### config.mk
export PLATFORM = sky130hd
export DESIGN_NAME = sleep_stage_tracker_unit_flat
export DESIGN_NICKNAME = d
export VERILOG_FILES = /design/src/sv/sst_pkg.sv /design/src/sv/sst_in_if.sv /design/src/sv/sst_out_if.sv /design/src/sv/sst_cfg_regs.sv /design/src/sv/sst_tracker.sv /design/src/sv/sst_out_stage.sv /design/src/sv/sleep_stage_tracker_unit.sv /design/src/flat_wrapper.sv
export SDC_FILE = /design/constraint.sdc
export NUM_CORES = 1
export LEC_CHECK = 0
export BUFFER_PORTS_ARGS = -buffer_cell sky130_fd_sc_hd__buf_4
export CORE_ASPECT_RATIO = 2
export CORE_UTILIZATION = 35
export DETAILED_ROUTE_END_ITERATION = 6
export PLACE_DENSITY_LB_ADDON = 0.2
export SYNTH_ARGS = -nofsm -noshare
export SYNTH_HDL_FRONTEND = slang
export SYNTH_SLANG_ARGS = --single-unit
### constraint.sdc
create_clock -name clk -period 12.8 [get_ports clk]
set_input_delay 0.64 -clock clk [delete_from_list [all_inputs] [get_ports clk]]
set_output_delay 0.64 -clock clk [all_outputs]
set_load 0.1 [all_outputs]
### src/sv/sst_pkg.sv
`timescale 1ns / 1ps
package sst_pkg;

  localparam int MotionHoursDef = 6;

  localparam int unsigned WinStart    = 20;
  localparam int unsigned WinEnd      = 8;
  localparam int unsigned StillThresh = 120;
  localparam int unsigned MoveThresh  = 200;
  localparam int unsigned LongStill   = 3600 * 2;
  localparam int unsigned DeepStill   = 60 * 10;
  localparam int unsigned SedLimit    = 180;
  localparam int unsigned MinStill    = 60;
  localparam int unsigned PhaseLen    = 60;

  localparam int PaddrW = 4;
  localparam int PdataW = 32;

  typedef enum logic [1:0] {
    REG_LIGHT_START = 2'd0,
    REG_DEEP_START  = 2'd1,
    REG_QUIET_LIMIT = 2'd2
  } cfg_reg_t;

  typedef struct packed {
    logic signed [15:0] accel_x;
    logic signed [15:0] accel_y;
    logic signed [15:0] accel_z;
    logic [15:0]        step_count;
    logic [7:0]         heart_rate;
    logic [4:0]         hour_of_day;
    logic               charging;
    logic               worn;
  } in_item_t;

  typedef struct packed {
    logic [15:0] light_total;
    logic [15:0] deep_total;
    logic [15:0] light_minutes;
    logic [15:0] deep_minutes;
  } res_item_t;

  typedef struct packed {
    logic        light_we;
    logic        deep_we;
    logic [15:0] light_val;
    logic [15:0] deep_val;
    logic [2:0]  quiet_limit;
  } cfg_ctl_t;

endpackage

### src/sv/sst_in_if.sv
`timescale 1ns / 1ps
interface sst_in_if;
  logic               valid;
  logic               ready;
  logic signed [15:0] accel_x;
  logic signed [15:0] accel_y;
  logic signed [15:0] accel_z;
  logic [15:0]        step_count;
  logic [7:0]         heart_rate;
  logic [4:0]         hour_of_day;
  logic               charging;
  logic               worn;

  modport source (
    output valid, accel_x, accel_y, accel_z, step_count, heart_rate, hour_of_day,
           charging, worn,
    input  ready
  );
  modport sink (
    input  valid, accel_x, accel_y, accel_z, step_count, heart_rate, hour_of_day,
           charging, worn,
    output ready
  );
endinterface

### src/sv/sst_out_if.sv
`timescale 1ns / 1ps
interface sst_out_if;
  logic        valid;
  logic        ready;
  logic [15:0] light_total;
  logic [15:0] deep_total;
  logic [15:0] light_minutes;
  logic [15:0] deep_minutes;

  modport source (
    output valid, light_total, deep_total, light_minutes, deep_minutes,
    input  ready
  );
  modport sink (
    input  valid, light_total, deep_total, light_minutes, deep_minutes,
    output ready
  );
endinterface

### src/sv/sst_cfg_regs.sv
`timescale 1ns / 1ps
module sst_cfg_regs
  import sst_pkg::*;
(
  input  logic              clk,
  input  logic              rst_n,
  input  logic              psel,
  input  logic              penable,
  input  logic              pwrite,
  input  logic [PaddrW-1:0] paddr,
  input  logic [PdataW-1:0] pwdata,
  output logic [PdataW-1:0] prdata,
  output logic              pready,
  output cfg_ctl_t          ctl
);

  logic [15:0] light_start_r;
  logic [15:0] deep_start_r;
  logic [2:0]  quiet_limit_r;
  logic        wr;
  cfg_reg_t    sel;

  assign pready = 1'b1;
  assign wr     = psel & penable & pwrite;
  assign sel    = cfg_reg_t'(paddr[3:2]);

  always_ff @(posedge clk) begin
    if (!rst_n) begin
      light_start_r <= '0;
      deep_start_r  <= '0;
      quiet_limit_r <= 3'd7;
    end else if (wr && paddr[1:0] == 2'b00) begin
      unique case (sel)
        REG_LIGHT_START: light_start_r <= pwdata[15:0];
        REG_DEEP_START:  deep_start_r  <= pwdata[15:0];
        REG_QUIET_LIMIT: quiet_limit_r <= pwdata[2:0];
        default: ;
      endcase
    end
  end

  always_comb begin
    prdata = '0;
    unique case (sel)
      REG_LIGHT_START: prdata = {16'd0, light_start_r};
      REG_DEEP_START:  prdata = {16'd0, deep_start_r};
      REG_QUIET_LIMIT: prdata = {29'd0, quiet_limit_r};
      default:         prdata = '0;
    endcase
  end

  assign ctl.light_we    = wr && paddr[1:0] == 2'b00 && sel == REG_LIGHT_START;
  assign ctl.deep_we     = wr && paddr[1:0] == 2'b00 && sel == REG_DEEP_START;
  assign ctl.light_val   = pwdata[15:0];
  assign ctl.deep_val    = pwdata[15:0];
  assign ctl.quiet_limit = quiet_limit_r;

endmodule

### src/sv/sst_tracker.sv
`timescale 1ns / 1ps
module sst_tracker
  import sst_pkg::*;
#(
  parameter int MOTION_HOURS = MotionHoursDef
) (
  input  logic       clk,
  input  logic       rst_n,
  sst_in_if.sink     in_ch,
  input  cfg_ctl_t   ctl,
  input  logic       out_free,
  output logic       res_valid,
  output res_item_t  res
);

  in_item_t item_r;
  logic     item_valid_r;
  logic     accept;
  logic     process;

  logic [16:0]             prev_level_r, prev_level_nxt;
  logic [15:0]             still_r, still_nxt;
  logic [15:0]             prev_steps_r, prev_steps_nxt;
  logic                    moving_r, moving_nxt;
  logic [5:0]              phase_r, phase_nxt;
  logic [2:0]              quiet_r, quiet_nxt;
  logic [8:0]              sed_r, sed_nxt;
  logic [MOTION_HOURS-1:0] seen_r, seen_nxt;
  logic [15:0]             light_cnt_r, light_cnt_nxt;
  logic [15:0]             deep_cnt_r, deep_cnt_nxt;
  logic [15:0]             light_off_r, light_off_nxt;
  logic [15:0]             deep_off_r, deep_off_nxt;
  logic [15:0]             light_sum_r, light_sum_nxt;
  logic [15:0]             deep_sum_r, deep_sum_nxt;

  logic signed [17:0] acc_sum;
  logic [17:0]        acc_abs;
  logic [16:0]        level;
  logic [16:0]        diff;
  logic [15:0]        still1;
  logic [8:0]         sed1;
  logic [3:0]         zeros;
  logic [2:0]         quiet1;
  logic [4:0]         hour;
  logic               mark, in_win, early, stepped, clr, cnt;

  assign in_ch.ready = !item_valid_r || out_free;
  assign accept      = in_ch.valid && in_ch.ready;
  assign process     = item_valid_r && out_free;

  always_ff @(posedge clk) begin
    if (!rst_n) begin
      item_valid_r <= 1'b0;
    end else if (accept) begin
      item_valid_r <= 1'b1;
    end else if (process) begin
      item_valid_r <= 1'b0;
    end
  end

  always_ff @(posedge clk) begin
    if (accept) begin
      item_r.accel_x     <= in_ch.accel_x;
      item_r.accel_y     <= in_ch.accel_y;
      item_r.accel_z     <= in_ch.accel_z;
      item_r.step_count  <= in_ch.step_count;
      item_r.heart_rate  <= in_ch.heart_rate;
      item_r.hour_of_day <= in_ch.hour_of_day;
      item_r.charging    <= in_ch.charging;
      item_r.worn        <= in_ch.worn;
    end
  end

  // per-second tracking
  assign hour    = item_r.hour_of_day;
  assign acc_sum = 18'(item_r.accel_x) + 18'(item_r.accel_y) + 18'(item_r.accel_z);
  assign acc_abs = acc_sum[17] ? 18'(-acc_sum) : 18'(acc_sum);
  assign level   = acc_abs[16:0];
  assign diff    = (prev_level_r > level) ? prev_level_r - level : level - prev_level_r;
  assign still1  = (diff >= 17'(StillThresh)) ? 16'd0 :
                   (still_r == 16'hFFFF) ? still_r : still_r + 16'd1;
  assign mark    = (diff >= 17'(MoveThresh) || item_r.heart_rate != 8'd0) &&
                   ({27'd0, hour} < 32'(MOTION_HOURS));
  assign early   = hour < 5'(WinEnd);
  assign in_win  = hour >= 5'(WinStart) || early;
  assign stepped = prev_steps_r < item_r.step_count && prev_steps_r != 16'd0;

  always_comb begin
    seen_nxt = seen_r;
    for (int i = 0; i < MOTION_HOURS; i++) begin
      if (mark && hour == 5'(i)) begin
        seen_nxt[i] = 1'b1;
      end
    end
  end

  always_comb begin
    zeros = '0;
    for (int i = 0; i < MOTION_HOURS; i++) begin
      zeros = zeros + {3'd0, ~seen_nxt[i]};
    end
  end

  // movement flag and sedentary minutes at the minute tick
  always_comb begin
    moving_nxt = moving_r;
    sed1       = sed_r;
    if (stepped || moving_r) begin
      moving_nxt = !moving_r || stepped;
      if (early) begin
        sed1 = (sed_r == 9'h1FF) ? sed_r : sed_r + 9'd1;
      end
    end else if (still1 <= 16'(MinStill)) begin
      if (early) begin
        sed1 = (sed_r == 9'h1FF) ? sed_r : sed_r + 9'd1;
      end else begin
        sed1 = '0;
      end
    end
  end

  assign quiet1 = ({27'd0, hour} >= 32'(MOTION_HOURS) && hour <= 5'(WinEnd) &&
                   quiet_r == 3'd0) ? ((zeros > 4'd7) ? 3'd7 : zeros[2:0]) : quiet_r;
  assign clr    = still1 >= 16'(LongStill) || quiet1 >= ctl.quiet_limit ||
                  (early && sed1 > 9'(SedLimit));
  assign cnt    = prev_steps_r == item_r.step_count && still1 >= 16'(MinStill);

  always_comb begin
    prev_level_nxt = prev_level_r;
    still_nxt      = still_r;
    prev_steps_nxt = prev_steps_r;
    phase_nxt      = phase_r;
    quiet_nxt      = quiet_r;
    sed_nxt        = sed_r;
    light_cnt_nxt  = light_cnt_r;
    deep_cnt_nxt   = deep_cnt_r;
    light_off_nxt  = light_off_r;
    deep_off_nxt   = deep_off_r;
    light_sum_nxt  = light_sum_r;
    deep_sum_nxt   = deep_sum_r;
    res_valid      = 1'b0;
    if (process && !item_r.charging) begin
      prev_level_nxt = level;
      still_nxt      = still1;
      prev_steps_nxt = item_r.step_count;
      phase_nxt      = (phase_r == 6'(PhaseLen - 1)) ? 6'd0 : phase_r + 6'd1;
      if (phase_r == 6'd0) begin
        res_valid = 1'b1;
        sed_nxt   = sed1;
        if (in_win) begin
          quiet_nxt = quiet1;
          if (clr) begin
            sed_nxt       = '0;
            light_cnt_nxt = '0;
            deep_cnt_nxt  = '0;
            light_off_nxt = '0;
            deep_off_nxt  = '0;
            light_sum_nxt = '0;
            deep_sum_nxt  = '0;
          end else if (cnt) begin
            if (item_r.worn) begin
              if (still1 >= 16'(DeepStill)) begin
                deep_cnt_nxt = (deep_cnt_r == 16'hFFFF) ? deep_cnt_r : deep_cnt_r + 16'd1;
              end else begin
                light_cnt_nxt = (light_cnt_r == 16'hFFFF) ? light_cnt_r :
                                light_cnt_r + 16'd1;
              end
            end
            light_sum_nxt = light_cnt_nxt + light_off_r;
            deep_sum_nxt  = deep_cnt_nxt + deep_off_r;
          end
        end else begin
          prev_level_nxt = '0;
          still_nxt      = '0;
          quiet_nxt      = '0;
          sed_nxt        = '0;
          light_cnt_nxt  = '0;
          deep_cnt_nxt   = '0;
          light_off_nxt  = '0;
          deep_off_nxt   = '0;
        end
      end
    end
    if (ctl.light_we) begin
      light_off_nxt = ctl.light_val;
      light_sum_nxt = ctl.light_val;
    end
    if (ctl.deep_we) begin
      deep_off_nxt = ctl.deep_val;
      deep_sum_nxt = ctl.deep_val;
    end
  end

  logic upd, upd_minute, upd_clear;
  assign upd        = process && !item_r.charging;
  assign upd_minute = upd && phase_r == 6'd0;
  assign upd_clear  = upd_minute && !in_win;

  always_ff @(posedge clk) begin
    if (!rst_n) begin
      prev_level_r <= '0;
      still_r      <= '0;
      prev_steps_r <= '0;
      moving_r     <= 1'b0;
      phase_r      <= '0;
      quiet_r      <= '0;
      sed_r        <= '0;
      seen_r       <= '0;
      light_cnt_r  <= '0;
      deep_cnt_r   <= '0;
      light_off_r  <= '0;
      deep_off_r   <= '0;
      light_sum_r  <= '0;
      deep_sum_r   <= '0;
    end else begin
      prev_level_r <= prev_level_nxt;
      still_r      <= still_nxt;
      prev_steps_r <= prev_steps_nxt;
      phase_r      <= phase_nxt;
      quiet_r      <= quiet_nxt;
      sed_r        <= sed_nxt;
      light_cnt_r  <= light_cnt_nxt;
      deep_cnt_r   <= deep_cnt_nxt;
      light_off_r  <= light_off_nxt;
      deep_off_r   <= deep_off_nxt;
      light_sum_r  <= light_sum_nxt;
      deep_sum_r   <= deep_sum_nxt;
      if (upd_clear) begin
        moving_r <= 1'b0;
        seen_r   <= '0;
      end else if (upd) begin
        seen_r <= seen_nxt;
        if (upd_minute) begin
          moving_r <= moving_nxt;
        end
      end
    end
  end

  assign res.light_total   = light_sum_nxt;
  assign res.deep_total    = deep_sum_nxt;
  assign res.light_minutes = light_cnt_nxt;
  assign res.deep_minutes  = deep_cnt_nxt;

endmodule

### src/sv/sst_out_stage.sv
`timescale 1ns / 1ps
module sst_out_stage
  import sst_pkg::*;
(
  input  logic      clk,
  input  logic      rst_n,
  input  logic      res_valid,
  input  res_item_t res,
  output logic      free,
  sst_out_if.source out_ch
);

  logic      valid_r;
  res_item_t data_r;

  assign free = !valid_r || out_ch.ready;

  always_ff @(posedge clk) begin
    if (!rst_n) begin
      valid_r <= 1'b0;
    end else if (free) begin
      valid_r <= res_valid;
    end
  end

  always_ff @(posedge clk) begin
    if (free && res_valid) begin
      data_r <= res;
    end
  end

  assign out_ch.valid         = valid_r;
  assign out_ch.light_total   = data_r.light_total;
  assign out_ch.deep_total    = data_r.deep_total;
  assign out_ch.light_minutes = data_r.light_minutes;
  assign out_ch.deep_minutes  = data_r.deep_minutes;

endmodule

### src/sv/sleep_stage_tracker_unit.sv
`timescale 1ns / 1ps
// Sleep stage tracker. Takes one sensor item per clock (one per second of wear time) and
// reports light and deep sleep minutes, raw and with the restored offsets, once every 60
// non-charging items; items marked charging leave the state untouched and give no result.
// An accepted item is held in the input register, then the whole per-second and
// per-minute update is done combinationally against the state registers, the result is
// registered in the output stage, and a new item can enter every cycle while the result
// side takes items. The offset registers may be written only while no item is in flight;
// a write reloads the matching offset and total.
module sleep_stage_tracker_unit
  import sst_pkg::*;
#(
  parameter int MOTION_HOURS = MotionHoursDef
) (
  input  logic              clk,
  input  logic              rst_n,
  sst_in_if.sink            in_ch,
  sst_out_if.source         out_ch,
  input  logic              psel,
  input  logic              penable,
  input  logic              pwrite,
  input  logic [PaddrW-1:0] paddr,
  input  logic [PdataW-1:0] pwdata,
  output logic [PdataW-1:0] prdata,
  output logic              pready
);

  cfg_ctl_t  ctl;
  logic      out_free;
  logic      res_valid;
  res_item_t res;

  sst_cfg_regs u_cfg (
    .clk     (clk),
    .rst_n   (rst_n),
    .psel    (psel),
    .penable (penable),
    .pwrite  (pwrite),
    .paddr   (paddr),
    .pwdata  (pwdata),
    .prdata  (prdata),
    .pready  (pready),
    .ctl     (ctl)
  );

  sst_tracker #(
    .MOTION_HOURS (MOTION_HOURS)
  ) u_trk (
    .clk       (clk),
    .rst_n     (rst_n),
    .in_ch     (in_ch),
    .ctl       (ctl),
    .out_free  (out_free),
    .res_valid (res_valid),
    .res       (res)
  );

  sst_out_stage u_out (
    .clk       (clk),
    .rst_n     (rst_n),
    .res_valid (res_valid),
    .res       (res),
    .free      (out_free),
    .out_ch    (out_ch)
  );

endmodule

### src/flat_wrapper.sv
// flat-port wrapper written by rule: the top's interface ports become plain ports
module sleep_stage_tracker_unit_flat import sst_pkg::*;
#(
  parameter int MOTION_HOURS = MotionHoursDef
)
  (clk, rst_n, psel, penable, pwrite, paddr, pwdata, prdata, pready, in_ch_valid, in_ch_accel_x, in_ch_accel_y, in_ch_accel_z, in_ch_step_count, in_ch_heart_rate, in_ch_hour_of_day, in_ch_charging, in_ch_worn, in_ch_ready, out_ch_valid, out_ch_light_total, out_ch_deep_total, out_ch_light_minutes, out_ch_deep_minutes, out_ch_ready);
  sst_in_if in_ch_i ();
  sst_out_if out_ch_i ();
  input  logic clk;
  input  logic rst_n;
  input  logic psel;
  input  logic penable;
  input  logic pwrite;
  input  logic [PaddrW-1:0] paddr;
  input  logic [PdataW-1:0] pwdata;
  output logic [PdataW-1:0] prdata;
  output logic pready;
  input wire logic [$bits(in_ch_i.valid)-1:0] in_ch_valid;
  input wire logic [$bits(in_ch_i.accel_x)-1:0] in_ch_accel_x;
  input wire logic [$bits(in_ch_i.accel_y)-1:0] in_ch_accel_y;
  input wire logic [$bits(in_ch_i.accel_z)-1:0] in_ch_accel_z;
  input wire logic [$bits(in_ch_i.step_count)-1:0] in_ch_step_count;
  input wire logic [$bits(in_ch_i.heart_rate)-1:0] in_ch_heart_rate;
  input wire logic [$bits(in_ch_i.hour_of_day)-1:0] in_ch_hour_of_day;
  input wire logic [$bits(in_ch_i.charging)-1:0] in_ch_charging;
  input wire logic [$bits(in_ch_i.worn)-1:0] in_ch_worn;
  output wire logic [$bits(in_ch_i.ready)-1:0] in_ch_ready;
  output wire logic [$bits(out_ch_i.valid)-1:0] out_ch_valid;
  output wire logic [$bits(out_ch_i.light_total)-1:0] out_ch_light_total;
  output wire logic [$bits(out_ch_i.deep_total)-1:0] out_ch_deep_total;
  output wire logic [$bits(out_ch_i.light_minutes)-1:0] out_ch_light_minutes;
  output wire logic [$bits(out_ch_i.deep_minutes)-1:0] out_ch_deep_minutes;
  input wire logic [$bits(out_ch_i.ready)-1:0] out_ch_ready;
  assign in_ch_i.valid = in_ch_valid;
  assign in_ch_i.accel_x = in_ch_accel_x;
  assign in_ch_i.accel_y = in_ch_accel_y;
  assign in_ch_i.accel_z = in_ch_accel_z;
  assign in_ch_i.step_count = in_ch_step_count;
  assign in_ch_i.heart_rate = in_ch_heart_rate;
  assign in_ch_i.hour_of_day = in_ch_hour_of_day;
  assign in_ch_i.charging = in_ch_charging;
  assign in_ch_i.worn = in_ch_worn;
  assign in_ch_ready = in_ch_i.ready;
  assign out_ch_valid = out_ch_i.valid;
  assign out_ch_light_total = out_ch_i.light_total;
  assign out_ch_deep_total = out_ch_i.deep_total;
  assign out_ch_light_minutes = out_ch_i.light_minutes;
  assign out_ch_deep_minutes = out_ch_i.deep_minutes;
  assign out_ch_i.ready = out_ch_ready;
  sleep_stage_tracker_unit #(.MOTION_HOURS(MOTION_HOURS)) u_core (.clk(clk), .rst_n(rst_n), .in_ch(in_ch_i), .out_ch(out_ch_i), .psel(psel), .penable(penable), .pwrite(pwrite), .paddr(paddr), .pwdata(pwdata), .prdata(prdata), .pready(pready));
endmodule
==> results of run 1 <==
-- synthesized netlist by cell type, types with 47 or more instances --
| library cell | instances |
|---|---|
| sky130_fd_sc_hd__ha_1 | 102 |
| sky130_fd_sc_hd__a22o_1 | 47 |
| sky130_fd_sc_hd__o21ai_0 | 55 |
| sky130_fd_sc_hd__nand2_1 | 193 |
| sky130_fd_sc_hd__xnor2_1 | 67 |
| sky130_fd_sc_hd__nor2_1 | 201 |
| sky130_fd_sc_hd__clkbuf_1 | 77 |
| sky130_fd_sc_hd__inv_1 | 112 |
| sky130_fd_sc_hd__nand3_1 | 63 |
| sky130_fd_sc_hd__nor3_1 | 53 |
| sky130_fd_sc_hd__a21oi_1 | 165 |
| sky130_fd_sc_hd__dfxtp_1 | 207 |
| sky130_fd_sc_hd__edfxtp_1 | 143 |
-- logic make-up (layout without fill, tap and decap cells) --
group,after synthesis,count (layout),share of synthesized area (%)
and+or+nand+nor,713,713,17.3
xor gates and xnor gates,91,91,3.98
other,2,17,0.0375
DFF,350,350,42.1
buffers and inverters,242,394,5.32
AOI/OAI and AO/OA,564,564,20.5
muxes,38,38,1.94
adders and majority gates,126,126,8.77
-- metal layers --
layer	track usage [%]	vias to the layer above
met2	38.9	382
met5	0	-
li1	-	7970
met1	16.5	7743
met4	11.1	0
met3	2.55	132
-- final cells by class --
type	count	area, um^2	area share [%]
Timing Repair Buffer	214	1610	6.88
Multi-Input combinational cell	1549	10600	45.6
Tap cell	750	938	4.02
Clock inverter	24	308	1.32
Inverter	113	425	1.82
Clock buffer	43	980	4.20
Sequential cell	350	8440	36.2
-- power by group --
group | switching, mW | internal, mW | leakage, nW | total [mW]
Combinational | 0.634 | 0.372 | 5.56 | 1.01
Clock | 0.475 | 0.693 | 0.626 | 1.17
Sequential | 0.0161 | 1.19 | 3.06 | 1.20
Total | 1.12 | 2.25 | 9.24 | 3.38
-- critical path: cells and delay by family (launching register included) --
family	cells	cell delay (ns)
DFF	1	0.39
AOI/OAI and AO/OA	22	5.86
buffers and inverters	4	0.64
adders and majority gates	8	3.21
and+or+nand+nor	6	1.10
muxes	1	0.43
-- per-stage QoR --
stage	worst slack [ns]	power [mW]	utilization, %	std cells
after floorplan	2.40	2.00	-	2141
after global placement	0.506	2.22	39.1	2976
after global routing	0.0231	3.56	41.4	3043
after CTS	0.453	3.41	41.4	3043
final	0.977	3.38	41.4	3043
after detailed placement	0.498	2.23	39.1	2976
-- how the worst min path moves through the flow --
stage                                                start                                          end  cells after the start
2_1_floorplan  u_core.u_cfg.light_start_r[10]$_SDFFE_PN0P_  u_core.u_cfg.light_start_r[10]$_SDFFE_PN0P_                      2
3_5_place_dp    u_core.u_cfg.light_start_r[7]$_SDFFE_PN0P_   u_core.u_cfg.light_start_r[7]$_SDFFE_PN0P_                      2
3_3_place_gp    u_core.u_cfg.deep_start_r[13]$_SDFFE_PN0P_   u_core.u_cfg.deep_start_r[13]$_SDFFE_PN0P_                      2
4_1_cts                                   in_ch_accel_x[8]            u_core.u_trk.item_r[71]$_DFFE_PP_                      1
6_report                                        in_ch_worn             u_core.u_trk.item_r[0]$_DFFE_PP_                      1
5_1_grt                                  in_ch_accel_y[10]            u_core.u_trk.item_r[57]$_DFFE_PP_                      1
-- timing repair --
| item | in CTS | in global routing |
|---|---|---|
| gates resized for setup | 0 | 4 |
| hold buffers | 0 | 0 |
| setup endpoints to repair | 0 | 100 |
==> summary by stage, run 1 <==
Floorplanning
The starting density of the core is 35.6%. The standard cell core area is between 0.05 and 0.06 mm^2. In this run the horizontal extent of the chip is 171 um.

The die is 340 um tall. The placement row count is 123. The full die area is 0.0582 mm^2. about 220 I/O pins were placed.

Final layout
The number of antenna diodes in the final layout is 0. Leaving out fill and tap cells, the most frequent cell in the layout is sky130_fd_sc_hd__buf_4. The finished cells cover 0.0233 mm^2. Cells with a size suffix above 1 make up 15.0% of the layout. The library cells used most frequently in the layout, excluding fill and tap cells, are sky130_fd_sc_hd__buf_4 (214), sky130_fd_sc_hd__dfxtp_1 (207), sky130_fd_sc_hd__nor2_1 (201), sky130_fd_sc_hd__nand2_1 (193), sky130_fd_sc_hd__a21oi_1 (165).

The register with the most flip-flops in the layout has 74 of them. In the final design database the tool counted 2513 nets. Counting flops per register, the top entry is u_core.u_trk.item_r. The layout has 5595 filler cells. In the final layout, the registers with the most flip-flops are u_core.u_trk.item_r (74), u_core.u_trk.prev_level_r (17). The area growth from synthesis to layout is 16.5%.

Setup path
In this run the worst path has a maximum fanout of 19. The worst setup path is launched from a flop. Among all stages on the critical path, the largest delay is contributed by sky130_fd_sc_hd__o211ai_1. The most critical setup path has its endpoint at u_core.u_out.out_ch.light_total[8]$_DFFE_PP_.

The classification of the worst setup path is flop to flop. In this run the worst setup path begins at u_core.u_trk.item_r[36]$_DFFE_PP_. Data on the critical path is required at its endpoint by 13.21 ns. The worst-case register-to-register setup slack is 0.98 ns. The capturing point of the worst reg2reg path is u_core.u_out.out_ch.light_total[8]$_DFFE_PP_. The number of cells on the worst reg-to-reg path is 41. In this run the critical register-to-register path is launched from u_core.u_trk.item_r[36]$_DFFE_PP_.

The critical path data arrival time is 12.23 ns. The worst setup path is captured at a flop. The largest single stage delay on the critical path is 0.51 ns.

Clock network
TritonCTS built the clock tree. The clock slew at the register clock pins of the worst setup and hold paths is 0.06 ns. The clock net sink count is 350. The post-CTS repair timing setup buffer count is 0. The clock latency reported for the late side of the worst-skew pair is 0.56 ns. The cell chosen for the clock root is sky130_fd_sc_hd__clkbuf_16. TritonCTS created 37 clock buffers. No sink is reached through more buffers than the 3 on the longest clock path. The total number of H-tree levels is 2.

Drt
After detailed routing, no signal wire sits above met4. Summed over all nets, wire length on met3 after detailed routing comes to 2030 um. The number of nets with antenna violations after detailed routing is 0. The routed wire length is 55500 um. The routed length per instance is 18.2 um. For this block, the initial DRC count from the detailed router was 654. The met2 routed wirelength is 31500 um.

The residual DRC count is 0. The first TritonRoute pass finished after 6 iterations. The vias per cell is 5.33. The detailed router put a total of 18700 um of wire on met1. The via count is 16.2k.

Synth
The predominant post-synthesis flop cell is sky130_fd_sc_hd__dfxtp_1. The share of async-settable or async-resettable flops after synthesis is 0%. The number of flops mapped to enable cells by yosys is 143. The post-synthesis cell type count is ~100.

The most area-hungry cell type in the Yosys netlist is sky130_fd_sc_hd__edfxtp_1. After synthesis, the mean cell area works out to 9.42 um^2. The gate count of the mapped netlist is 2126. During synthesis, Yosys emitted a total of 0 warnings.

Sorting the synthesized cells by area gives the leading types as sky130_fd_sc_hd__edfxtp_1 (21%), sky130_fd_sc_hd__dfxtp_1 (21%), sky130_fd_sc_hd__ha_1 (6.4%), sky130_fd_sc_hd__a21oi_1 (4.1%), sky130_fd_sc_hd__nor2_1 (3.8%). The share of the yosys chip area belonging to registers is 42.1%. After synthesis the cells add up to 0.0200 mm^2. The area share of the largest cell type after synthesis is 21.4%. The flip-flop and latch count after synthesis is 350.

Power
The power density over the cells is 145 mW/mm^2. The static leakage power is around 9 nW. The worst voltage drop across the vdd grid is 0.121 mV.

Run
The number of max-cap violations is 0.

Global route
For this run, the total global-route usage over all layers was measured as roughly a fifth. The sum of overflow across all layers after global routing is 0. The initial antenna violation count is 0. The via count of the first global-routing pass came to 16.3k.

The largest net degree at the start of global routing is 65. The first-pass GRT wire length is 85200 um.

Place
The final weighted congestion of routability-driven global placement is 0.867. The cell area reported after detailed placement is 0.0220 mm^2. The quantity of I/O buffers inserted on ports is around 190.

The placed wire-length estimate after detailed placement is 42400 um.

Timing
Setup violations remaining at the end of the flow were counted as 0. Setup repair after global routing left no endpoint under its margin. The final critical delay including setup and external delays is 11.82 ns. In the final timing run, aggregate negative setup slack is 0 ns. The hold violation total from the final report is 0. The worst path uses 92.4% of the clock period. The worst hold slack after final layout is 0.261 ns. The count of final max-slew check failures is 0. The final setup skew is 0.0310 ns. In this run the tightest slew margin relative to its limit is 21.3%. Based on the critical path, the design can be clocked at up to 0.0846 GHz. For the pin with the worst max-slew slack, the measured transition is around 1.2 ns.

Outcome
The run finished with clean final reports.

Worst hold path
The path class of the tightest hold or removal check is input pin to flop.
(Power assumes the default switching activity.)
==> run 2, diff against run 1 <==
--- a/config.mk
+++ b/config.mk
@@ -6,10 +6,9 @@
 export NUM_CORES = 1
 export LEC_CHECK = 0
 export BUFFER_PORTS_ARGS = -buffer_cell sky130_fd_sc_hd__buf_4
-export CORE_ASPECT_RATIO = 2
 export CORE_UTILIZATION = 35
 export DETAILED_ROUTE_END_ITERATION = 6
-export PLACE_DENSITY_LB_ADDON = 0.2
+export PLACE_DENSITY = 0.56
 export SYNTH_ARGS = -nofsm -noshare
 export SYNTH_HDL_FRONTEND = slang
 export SYNTH_SLANG_ARGS = --single-unit
==> summary by stage, run 2 (synthesis gave the netlist of run 1 again) <==
Outcome
The flow ran to the end, and the final reports show no timing, DRC or antenna violations.

Timing
The final setup skew is 0.0296 ns. Setup violations remaining at the end of the flow were counted as 0. The hold violation total from the final report was 0. After routing, the total negative slack on setup checks comes to 0 ns. The worst slew margin relative to its limit is 5.11%. The count of final max-slew check failures is 0.

The share of the clock period used by the worst path is around 92%. Setup repair after global routing left no endpoint under its margin. The smallest clock period supported by the final layout is computed as 11.81 ns. Timing would allow up to between 0.08 and 0.09 GHz. For the pin with the worst max-slew slack, the measured transition is 1.42 ns. Once routing completed, OpenROAD measured the worst setup slack at roughly 0.99 ns.

Final layout
The total number of nets in the final design is 2509. The commonest non-fill, non-tap cell in the layout is sky130_fd_sc_hd__dfxtp_1. Of the cells placed in the final design, the portion with a size suffix greater than 1 is 15.0%. Relative to the synthesized area, the layout overhead comes to 16.6%.

With fillers left out, the area of the finished cells amounts to 0.0233 mm^2. The register with the most flip-flops in the final layout is u_core.u_trk.item_r. The final core utilization is 41.3%. The flip-flop count of the largest register after layout is 74.

In the final layout, the registers with the most flip-flops are u_core.u_trk.item_r (74), u_core.u_trk.prev_level_r (17). In the layout the commonest cells are sky130_fd_sc_hd__dfxtp_1 (207), sky130_fd_sc_hd__buf_4 (204), sky130_fd_sc_hd__nor2_1 (201), sky130_fd_sc_hd__nand2_1 (193), sky130_fd_sc_hd__a21oi_1 (165).

Place
The placed wire-length estimate after detailed placement is slightly below 40000 um. The cell area reported after detailed placement is around 0.022 mm^2. The post-placement worst setup slack is approximately 0.65 ns. The count of buffers added on input and output ports is 187. The final weighted congestion of routability-driven global placement is about 0.89.

Global route
The largest net degree at the start of global routing is 83. The via count of the first global-routing pass is roughly 16k. The initial antenna violation count came to 0. Global routing used between 10% and 20% of the available tracks across all layers. The first-pass GRT wire length is 84200 um. The sum of overflow across all layers after global routing is 0.

Clock network
The clock net sink count is between 300 and 400. No sink is reached through more buffers than the 3 on the longest clock path. The H-tree was split into 2 levels.

The total of hold buffers inserted after clock tree synthesis is 0. After clock tree synthesis, the clock-pin slew on the worst setup and hold paths is 0.06 ns. The cell chosen for the clock root is sky130_fd_sc_hd__clkbuf_16. The TritonCTS clock tree is done.

In this run, CTS created clock tree buffers numbering 42. The clock latency reported for the late side of the worst-skew pair is 0.57 ns.

Worst hold path
The path type of the worst min-delay path is input pin to flop. The cell count of the worst hold path is 1.

Setup path
The category of the worst setup path launch point is a flop. In this run the worst path has a maximum fanout of 29. The library cell appearing most often on the critical path is sky130_fd_sc_hd__fa_1. For the worst setup path, the data required time is 13.17 ns. The critical path's largest stage delay is approximately 0.50 ns.

The critical path in this run is classified as flop to flop. The critical path endpoint category is a flop. The cell depth of the worst flop-to-flop path is between 40 and 50.

On the critical path, the stage with the largest delay is an instance of sky130_fd_sc_hd__nor3_1. The critical path data arrival time is 12.18 ns.

Drt
The count of nets left with antenna violations once routing finished came out at 0. The vias per cell is 5.31. Detailed routing inserted a total of 16.2k vias. The number of iterations in the first detailed-routing pass is 5. The final layout contains routed wiring with a total length of 53600 um. The detailed router finished its first iteration with 1107 violations. The routed length per instance is ~18 um.

The residual DRC count is 0.

Floorplanning
For this design the top-level I/O count stands at 221. The full die area is 0.0582 mm^2. The die boundary height is 241 um. Once the floorplan was initialized, standard cells occupied 35.5% of the core.

In this run the standard cell core region covers between 0.05 and 0.06 mm^2. In this run the core area contains between 80 and 90 standard-cell rows. The width of the chip is 241 um.

Power
IR analysis of the VDD net gives a maximum drop of 0.132 mV. The analysis attributes to cell leakage a power of 9.21 nW. The power density over the cells is 145 mW/mm^2.

The analysis attributes to net switching a power of 1.14 mW. The portion of total power attributed to combinational logic is 29.3%. The proportion of power drawn by flip-flops and latches is 35.5%. The clock network is responsible for 35.2% of the overall power. The internal power is roughly 2.3 mW. The switching share of power is roughly a third.

Run
The tool flagged a number of max-cap violations equal to 0.
==> run 2: cell types whose count changed in the layout (fill, tap and decap cells not counted), moves of 2 or more <==
cell	delta
sky130_fd_sc_hd__buf_4	-10
sky130_fd_sc_hd__bufinv_16	-3
sky130_fd_sc_hd__clkbuf_16	+4
sky130_fd_sc_hd__clkinv_1	-2
sky130_fd_sc_hd__clkinv_2	+4
sky130_fd_sc_hd__clkinvlp_4	+4
==> run 2: per-layer routing <==
metal	up-vias	GRT usage (%)	wire, um
li1	7991	-	-
met1	7669	24.1	23900
met2	482	30.3	25000
met3	73	3.16	3210
met4	0	6.14	1490
met5	-	0	0
==> run 2: power by group through the flow <==
stage | registers [mW] | clock network, mW | logic [mW]
final | 1.21 | 1.19 | 0.995
after CTS | 1.21 | 1.23 | 0.995
after floorplan | 1.26 | 0 | 0.739
after global routing | 1.21 | 1.28 | 1.10
after detailed placement | 1.23 | 0 | 0.991
after global placement | 1.23 | 0 | 0.975
==> run 2: timing repair <==
item,in CTS,in global routing
setup buffers,0,0
setup endpoints to repair,0,70
gates resized for setup,0,1
==> run 2: final timing paths <==
check                                                 end                                       start  slack [ns]
max          u_core.u_out.out_ch.light_total[3]$_DFFE_PP_           u_core.u_trk.item_r[32]$_DFFE_PP_        0.99
min                     u_core.u_trk.item_r[17]$_DFFE_PP_                         in_ch_step_count[2]        0.25
max reg2reg  u_core.u_out.out_ch.light_total[3]$_DFFE_PP_           u_core.u_trk.item_r[32]$_DFFE_PP_        0.99
min reg2reg    u_core.u_cfg.light_start_r[8]$_SDFFE_PN0P_  u_core.u_cfg.light_start_r[8]$_SDFFE_PN0P_        0.45
==> run 2: layout make-up <==
cell class                 instances  area, um^2
tap                              756         946
multi-input combinational       1549       10600
fill                            5531       33100
inverter                         113         425
timing repair buffer             205        1550
clock buffer                      49        1100
clock inverter                    28         277
antenna                            1        2.50
sequential                       350        8440
==> run 2: metrics by stage <==
step,cells,hold WS (ns),total power [mW]
2_1_floorplan,2141,0.436,2.00
3_3_place_gp,2973,0.441,2.20
3_5_place_dp,2973,0.446,2.22
4_1_cts,3050,0.217,3.43
5_1_grt,3050,0.227,3.59
6_report,3051,0.253,3.40
==> run 2: critical path: cells and delay by family, from the launching register on <==
family                     cells  cell delay, ns
adders and majority gates      9            3.29
xor gates and xnor gates       1            0.27
DFF                            1            0.39
AOI/OAI and AO/OA             21            5.41
and+or+nand+nor                8            1.82
buffers and inverters          3            0.44
